File: src/design/dqd_pkg.sv
// Shared types, constants and helpers for the deque with delete-by-value.
// No dependencies; imported by deque_with_delete_by_value_top.
package dqd_pkg;

   localparam int DEPTH  = 64;
   localparam int IDX_W  = $clog2(DEPTH);
   localparam int CNT_W  = $clog2(DEPTH + 1);
   localparam int ITEM_W = 32;
   localparam int LEN_W  = 7;
   localparam int OP_W   = 2;
   localparam int STS_W  = 2;

   // opcodes
   localparam logic [OP_W-1:0] OP_PREPEND = 2'd0;
   localparam logic [OP_W-1:0] OP_APPEND  = 2'd1;
   localparam logic [OP_W-1:0] OP_DEQUEUE = 2'd2;
   localparam logic [OP_W-1:0] OP_DELETE  = 2'd3;

   // status codes
   localparam logic [STS_W-1:0] STS_OK        = 2'd0;
   localparam logic [STS_W-1:0] STS_EMPTY     = 2'd1;
   localparam logic [STS_W-1:0] STS_FULL      = 2'd2;
   localparam logic [STS_W-1:0] STS_NOT_FOUND = 2'd3;

   typedef logic [IDX_W-1:0]  idx_type;
   typedef logic [CNT_W-1:0]  cnt_type;
   typedef logic [ITEM_W-1:0] item_type;

   // Physical slot of the entry at a given offset from the head.
   // head < DEPTH and offset <= DEPTH, so one conditional subtract wraps it.
   function automatic idx_type slot_of(input idx_type head, input cnt_type offset);
      logic [CNT_W:0] sum;
      sum = (CNT_W+1)'(head) + (CNT_W+1)'(offset);
      if (sum >= (CNT_W+1)'(DEPTH)) begin
         sum = sum - (CNT_W+1)'(DEPTH);
      end
      return sum[IDX_W-1:0];
   endfunction

endpackage

File: src/design/deque_with_delete_by_value_top.sv
// Top level of the bounded deque of item handles with delete-by-value.
// Depends on dqd_pkg (depth, widths, opcodes, status codes, slot_of).
// ---------------------------------------------------------------------------
// Bounded double-ended queue of 32-bit handles, DEPTH (64) entries held in a
// circular single-port-write, single-port-read RAM. Each request transaction
// (req_tuser = opcode, req_tdata = item) yields exactly one response
// transaction carrying a status, the dequeued item (0 unless a dequeue
// succeeds) and the length after the request. Opcodes: prepend, append,
// dequeue head, delete first entry equal to the item (later entries slide one
// place toward the head, order kept). Full inserts report FULL and change
// nothing; dequeue or delete when empty report EMPTY; a delete with no match
// reports NOT_FOUND. One request is worked at a time by a small sequencer
// around the RAM and one comparator/slot adder; req_tready is high only while
// the sequencer is idle. Prepend, append and dequeue finish in the decode
// state; delete then scans the entries from the head, one RAM read per
// scanned entry, and moves each later entry with a read/write pair. A new
// request may be accepted while the previous response still waits for
// rsp_tready; the result then parks until the output register is free.
// ---------------------------------------------------------------------------
module deque_with_delete_by_value_top (
   input  logic                       clock,
   input  logic                       reset,
   // request channel
   input  logic                       req_tvalid,
   output logic                       req_tready,
   input  logic [31:0]                req_tdata,   // [31:0] item_in
   input  logic [dqd_pkg::OP_W-1:0]   req_tuser,   // [1:0] opcode
   // response channel
   output logic                       rsp_tvalid,
   input  logic                       rsp_tready,
   output logic [39:0]                rsp_tdata,   // [31:0] item_out, [38:32] length_now
   output logic [dqd_pkg::STS_W-1:0]  rsp_tuser    // [1:0] status
);
   import dqd_pkg::*;

   // sequencer states
   localparam logic [2:0] S_IDLE  = 3'd0;  // waiting for a request
   localparam logic [2:0] S_EXEC  = 3'd1;  // decode and do single-step ops
   localparam logic [2:0] S_SCAN  = 3'd2;  // delete: compare one entry a cycle
   localparam logic [2:0] S_SH_RD = 3'd3;  // delete: read next entry to move
   localparam logic [2:0] S_SH_WR = 3'd4;  // delete: write it one place up
   localparam logic [2:0] S_RESP  = 3'd5;  // result parked, output busy

   // control state
   logic [2:0]        state_ff, state_in;
   idx_type           head_ff, head_in;
   cnt_type           count_ff, count_in;
   logic              rsp_valid_ff, rsp_valid_in;

   // working payload
   logic [OP_W-1:0]   op_ff, op_in;
   item_type          key_ff, key_in;
   cnt_type           pos_ff, pos_in;

   // parked result
   logic [STS_W-1:0]  res_status_ff, res_status_in;
   item_type          res_item_ff, res_item_in;
   logic [LEN_W-1:0]  res_len_ff, res_len_in;

   // output register
   logic [STS_W-1:0]  rsp_status_ff, rsp_status_in;
   item_type          rsp_item_ff, rsp_item_in;
   logic [LEN_W-1:0]  rsp_len_ff, rsp_len_in;

   // entry RAM
   item_type          entry_store_ff [DEPTH];
   item_type          rd_data_ff;
   idx_type           rd_addr;
   idx_type           wr_addr;
   item_type          wr_data;
   logic              wr_en;

   // finish of a request
   logic              fin;
   logic [STS_W-1:0]  fin_status;
   item_type          fin_item;
   logic              slot_free;
   cnt_type           pos_nxt;

   assign slot_free = !rsp_valid_ff || rsp_tready;
   assign pos_nxt   = pos_ff + CNT_W'(1);
   assign req_tready = (state_ff == S_IDLE);

   always_comb begin
      state_in      = state_ff;
      head_in       = head_ff;
      count_in      = count_ff;
      op_in         = op_ff;
      key_in        = key_ff;
      pos_in        = pos_ff;
      res_status_in = res_status_ff;
      res_item_in   = res_item_ff;
      res_len_in    = res_len_ff;
      rsp_status_in = rsp_status_ff;
      rsp_item_in   = rsp_item_ff;
      rsp_len_in    = rsp_len_ff;
      rsp_valid_in  = rsp_valid_ff && !rsp_tready;
      rd_addr       = head_ff;
      wr_addr       = head_ff;
      wr_data       = key_ff;
      wr_en         = 1'b0;
      fin           = 1'b0;
      fin_status    = STS_OK;
      fin_item      = '0;

      case (state_ff)
         S_IDLE: begin
            // head read issued here so a dequeue has its data in S_EXEC
            if (req_tvalid) begin
               op_in    = req_tuser;
               key_in   = req_tdata;
               state_in = S_EXEC;
            end
         end
         S_EXEC: begin
            case (op_ff)
               OP_PREPEND: begin
                  if (count_ff == CNT_W'(DEPTH)) begin
                     fin        = 1'b1;
                     fin_status = STS_FULL;
                  end else begin
                     head_in  = (head_ff == '0) ? IDX_W'(DEPTH - 1)
                                                : head_ff - IDX_W'(1);
                     wr_en    = 1'b1;
                     wr_addr  = head_in;
                     count_in = count_ff + CNT_W'(1);
                     fin      = 1'b1;
                  end
               end
               OP_APPEND: begin
                  if (count_ff == CNT_W'(DEPTH)) begin
                     fin        = 1'b1;
                     fin_status = STS_FULL;
                  end else begin
                     wr_en    = 1'b1;
                     wr_addr  = slot_of(head_ff, count_ff);
                     count_in = count_ff + CNT_W'(1);
                     fin      = 1'b1;
                  end
               end
               OP_DEQUEUE: begin
                  if (count_ff == '0) begin
                     fin        = 1'b1;
                     fin_status = STS_EMPTY;
                  end else begin
                     fin_item = rd_data_ff;
                     head_in  = slot_of(head_ff, CNT_W'(1));
                     count_in = count_ff - CNT_W'(1);
                     fin      = 1'b1;
                  end
               end
               OP_DELETE: begin
                  if (count_ff == '0) begin
                     fin        = 1'b1;
                     fin_status = STS_EMPTY;
                  end else begin
                     pos_in   = '0;
                     rd_addr  = head_ff;
                     state_in = S_SCAN;
                  end
               end
               default: begin
                  state_in = S_IDLE;
               end
            endcase
         end
         S_SCAN: begin
            // rd_data_ff holds the entry at pos; prefetch the one after it
            rd_addr = slot_of(head_ff, pos_nxt);
            if (rd_data_ff == key_ff) begin
               state_in = S_SH_RD;
            end else if (pos_nxt >= count_ff) begin
               fin        = 1'b1;
               fin_status = STS_NOT_FOUND;
            end else begin
               pos_in = pos_nxt;
            end
         end
         S_SH_RD: begin
            if (pos_nxt >= count_ff) begin
               count_in = count_ff - CNT_W'(1);
               fin      = 1'b1;
            end else begin
               rd_addr  = slot_of(head_ff, pos_nxt);
               state_in = S_SH_WR;
            end
         end
         S_SH_WR: begin
            wr_en    = 1'b1;
            wr_addr  = slot_of(head_ff, pos_ff);
            wr_data  = rd_data_ff;
            pos_in   = pos_nxt;
            state_in = S_SH_RD;
         end
         S_RESP: begin
            if (slot_free) begin
               rsp_status_in = res_status_ff;
               rsp_item_in   = res_item_ff;
               rsp_len_in    = res_len_ff;
               rsp_valid_in  = 1'b1;
               state_in      = S_IDLE;
            end
         end
         default: begin
            state_in = S_IDLE;
         end
      endcase

      // deliver straight to the output register, or park if it is occupied
      if (fin) begin
         if (slot_free) begin
            rsp_status_in = fin_status;
            rsp_item_in   = fin_item;
            rsp_len_in    = LEN_W'(count_in);
            rsp_valid_in  = 1'b1;
            state_in      = S_IDLE;
         end else begin
            res_status_in = fin_status;
            res_item_in   = fin_item;
            res_len_in    = LEN_W'(count_in);
            state_in      = S_RESP;
         end
      end
   end

   always_ff @(posedge clock) begin
      if (reset) begin
         state_ff     <= S_IDLE;
         head_ff      <= '0;
         count_ff     <= '0;
         rsp_valid_ff <= 1'b0;
      end else begin
         state_ff     <= state_in;
         head_ff      <= head_in;
         count_ff     <= count_in;
         rsp_valid_ff <= rsp_valid_in;
      end
   end

   always_ff @(posedge clock) begin
      op_ff         <= op_in;
      key_ff        <= key_in;
      pos_ff        <= pos_in;
      res_status_ff <= res_status_in;
      res_item_ff   <= res_item_in;
      res_len_ff    <= res_len_in;
      rsp_status_ff <= rsp_status_in;
      rsp_item_ff   <= rsp_item_in;
      rsp_len_ff    <= rsp_len_in;
   end

   // entry RAM: one write, one registered read per cycle
   always_ff @(posedge clock) begin
      if (wr_en) begin
         entry_store_ff[wr_addr] <= wr_data;
      end
      rd_data_ff <= entry_store_ff[rd_addr];
   end

   assign rsp_tvalid = rsp_valid_ff;
   assign rsp_tuser  = rsp_status_ff;
   assign rsp_tdata  = {1'b0, rsp_len_ff, rsp_item_ff};

   // ---------------------------------------------------------------- checks
   a_count_bounded : assert property (@(posedge clock) disable iff (reset)
      count_ff <= CNT_W'(DEPTH))
      else $error("entry count above capacity");

   a_accept_to_exec : assert property (@(posedge clock) disable iff (reset)
      (req_tvalid && req_tready) |=> (state_ff == S_EXEC))
      else $error("accepted transaction not decoded");

   a_full_no_change : assert property (@(posedge clock) disable iff (reset)
      ((state_ff == S_EXEC) && (count_ff == CNT_W'(DEPTH)) &&
       ((op_ff == OP_PREPEND) || (op_ff == OP_APPEND)))
      |=> ((count_ff == $past(count_ff)) && (head_ff == $past(head_ff))))
      else $error("insert into full deque changed state");

   a_write_busy_only : assert property (@(posedge clock) disable iff (reset)
      wr_en |-> ((state_ff == S_EXEC) || (state_ff == S_SH_WR)))
      else $error("RAM write outside a working state");

endmodule

File: config.mk
export PLATFORM = sky130hd
export DESIGN_NAME = deque_with_delete_by_value_top
export DESIGN_NICKNAME = d
export VERILOG_FILES = /design/src/design/dqd_pkg.sv /design/src/design/deque_with_delete_by_value_top.sv
export SDC_FILE = /design/constraint.sdc
export NUM_CORES = 2
export LEC_CHECK = 0
export ABC_AREA = 1
export ABC_CLOCK_PERIOD_IN_PS = 13100
export BUFFER_PORTS_ARGS = -buffer_cell sky130_fd_sc_hd__buf_4
export CAP_MARGIN = 20
export CORE_ASPECT_RATIO = 2
export CORE_MARGIN = 5
export CORE_UTILIZATION = 32
export DETAILED_ROUTE_END_ITERATION = 12
export GPL_ROUTABILITY_DRIVEN = 1
export PLACE_DENSITY = 0.51
export SKIP_CTS_REPAIR_TIMING = 1
export SYNTH_ARGS = -nofsm -noshare
export SYNTH_HDL_FRONTEND = slang
export SYNTH_SLANG_ARGS = --single-unit
File: constraint.sdc
create_clock -name clock -period 13.1 [get_ports clock]
set_clock_uncertainty 0.05 [all_clocks]
set_input_delay 0.655 -clock clock [delete_from_list [all_inputs] [get_ports clock]]
set_output_delay 0.655 -clock clock [all_outputs]
set_load 0.01 [all_outputs]
==> results.md <==
- Crit start category: register
- Drt drc: 0
- Row count: 288
- Leakage: 0.0417 uW
- Synth Instances: 8955
- DRT iter0 DRCs: 5841
- Die height: 794 um
- Layout Cells excl Fill: 13.1k
- Worst setup EP type: register
- Share of the synthesized area in the top cell type: 65.0%
- Synth Net Count: 9025
- Post-synth top flop: edfxtp_1
- Sequential fraction of the synthesis area: 66.8%
- Most frequent cells in the layout: nand3_1 (2212), edfxtp_1 (2130), nand2_1 (1383), inv_1 (1270), nand3b_1 (769)
- Vias per Instance: 5.14
- RSZ-0062 raised after global routing: false
- Clock root cell: clkbuf_16
- Max-slew violations: 0
- Filler instances: 30.1k
- Cell Count Post-Placement: 12.7k
- Power Density: 224 nW/um^2
- Routed WL: 315000 um
- Critical Path RT: 13.80 ns
- Layout cell share with drive strength beyond 1: 7.35%
- Die ar.: 320000 sq um
- Unique masters post-synth: 51
- Nets: 8914
- Warnings from Yosys: 0
- Synth Register Bits: 2220
- Worst hold path class: input pin to register
- TritonCTS clock tree: done
- Dpl cell area: 104000 sq um
- Buffers on Ports: 80
- WS Path Type: register to register
- Largest net degree at the start of global routing: 175
- Reported max-cap violation count: 0
- Total grt overflow: 0
- Number of synthesized flops with an enable pin: 2130
- Post-route setup TNS: 0 ns
- Design area: 110000 sq um
- Die X-Extent: 402 um
- Asr flop ratio synth: 0%
- Design Power: 24700 uW
- Fin crit share: 55.3%
- Final Hold Vio Count: 0
- Drt pass-1 iters: 8
- GPL Wtd Cong: 0.839
- Clk Latency, worst-skew pair: 0.88 ns
- Longest Clk Path Bufs: 4
- Area contributors post-synth: edfxtp_1 (65%), nand3_1 (11%), nand3b_1 (5.9%)
- Antenna-violating nets left: 0
- Status: complete, no violations
- Final setup violation count: 0
- Most common cell after layout, fill and taps aside: nand3_1
- VDD IR-drop max: 0.000181 V
- I/O pin total: 82
- CP arrival: 7.94 ns
- H-tree levels: 4
- Gr usage total: 19.1%
- Post-DR wirelength/cell: 24.1 um
- Final Critical Period: 7.24 ns
- Fmax: 138 MHz
- Vias in the first global route: 66.2k
- Worst-path clk slew: 0.08 ns
- Core outline area: 307000 sq um
- Global-route wire length before repair: 460000 um
- Starting Density: 32.1%
- Area of the mapped netlist: 98500 sq um
- Largest area contributor in the netlist: edfxtp_1
- Max FO, Critical Path: 174
- Initial antenna violation count: 11
- CTS buffer count: 195
- DP Wirelength: 177000 um
- Sink Count: 2220
- Syn_area_per_cell: 11.0 sq um
- Transition time of the tightest slew-check pin: 1.31 ns
- Rel. slew slack: 12.3%
- Vias: 67.2k
- Area Overhead vs Synth: 12.1%
-- critical path, stage by stage, from the launching register on --
cell	delay, ns
edfxtp_1	0.49
ha_1	0.26
nand2_1	0.08
inv_1	0.09
nand2_1	0.09
xor2_1	0.20
inv_1	0.11
ha_1	0.30
nand2_1	0.05
nor2_1	0.08
nand2_1	0.13
nand3_4	0.15
nand2_4	0.16
nand2_8	0.53
buf_4	0.69
buf_12	0.56
buf_12	0.70
buf_4	0.80
nand3_1	0.18
nand3_1	0.14
nand3_1	0.08
nand3_1	0.17
nand3_1	0.11
nand3_1	0.23
nand2_1	0.07
-- through the flow --
step | util [%] | hold WS, ns | setup WS (ns)
3_5_place_dp | 33.8 | 0.466 | 6.13
3_3_place_gp | 33.8 | 0.457 | 6.22
4_1_cts | 35.8 | -0.141 | 6.10
5_1_grt | 35.9 | 0.0731 | 5.46
2_1_floorplan | - | 0.448 | 8.88
6_report | 35.9 | 0.0726 | 5.86
-- cell type report --
cell class              count  area (sq um)  share of cell area, %
flip-flops and latches   2220         65800                   59.6
multi-input cells        4861         26100                   23.7
clock buffers             251          5240                   4.75
well taps                4060          5080                   4.60
inverters                1286          4850                   4.40
repair buffers            280          2390                   2.16
clock inverters            99           890                  0.806
diodes                      6          15.0                 0.0136
-- power breakdown --
part           switching, uW  total, uW  internal [uW]
clock                   2650       5760           3110
sequential               226       8770           8550
combinational           7570      10100           2580
-- metal layers --
metal | share of wire (%) | up-vias | GRT usage, % | wire [um]
li1 | - | 30517 | - | -
met1 | 38 | 33848 | 22.1 | 118000
met2 | 53 | 2177 | 36.0 | 168000
met3 | 4.7 | 631 | 1.77 | 14800
met4 | 4.4 | 2 | 7.46 | 13800
met5 | 0.0032 | - | 0 | 10
-- state kept, by name, indices dropped and copies added, names as in the netlist --
name,count
entry_store_ff,2048
key_ff,32
rd_data_ff,32
res_item_ff,32
rsp_item_ff,32
count_ff,7
pos_ff,7
res_len_ff,7
rsp_len_ff,7
head_ff,6
state_ff,3
op_ff,2
res_status_ff,2
rsp_tuser,2
rsp_tvalid,1
-- cell families after synthesis --
kind of cell             after synthesis  synth area share (%)
flip-flops                          2220                  66.8
other                                  1               0.00381
AO/OA/AOI/OAI                        176                  1.01
buffers and inverters               1874                  7.64
XOR/XNOR                              39                 0.347
adder cells (fa/ha/maj)               32                 0.430
AND/OR/NAND/NOR                     4577                  23.4
multiplexers                          36                 0.366
-- cell usage after synthesis, types with 6 or more instances --
cell      instances
xnor2_1          22
o21ai_1          33
o221ai_1          8
nor3_1           43
buf_2           339
clkbuf_1        176
nand2_1        1383
nor2_1          129
nand3_1        2212
o21ai_0          82
buf_4             8
or2_2            14
ha_1             29
mux2i_1          36
edfxtp_1       2130
a21oi_1          26
dfxtp_1          90
o211ai_1          6
xor2_1           17
buf_1            60
nand4_1          10
inv_1          1272
inv_2            10
nand3b_1        769
-- worst paths after layout --
| check | cells after the start | startpoint | end | slack, ns |
|---|---|---|---|---|
| max | 24 | pos_ff[0] | rd_data_ff[24] | 5.86 |
| min | 2 | reset | head_ff[1] | 0.07 |
| max reg2reg | 24 | pos_ff[0] | rd_data_ff[24] | 5.86 |
| min reg2reg | 2 | res_item_ff[9] | rsp_item_ff[9] | 0.48 |
Note: power is estimated with default switching activity, not from simulation.
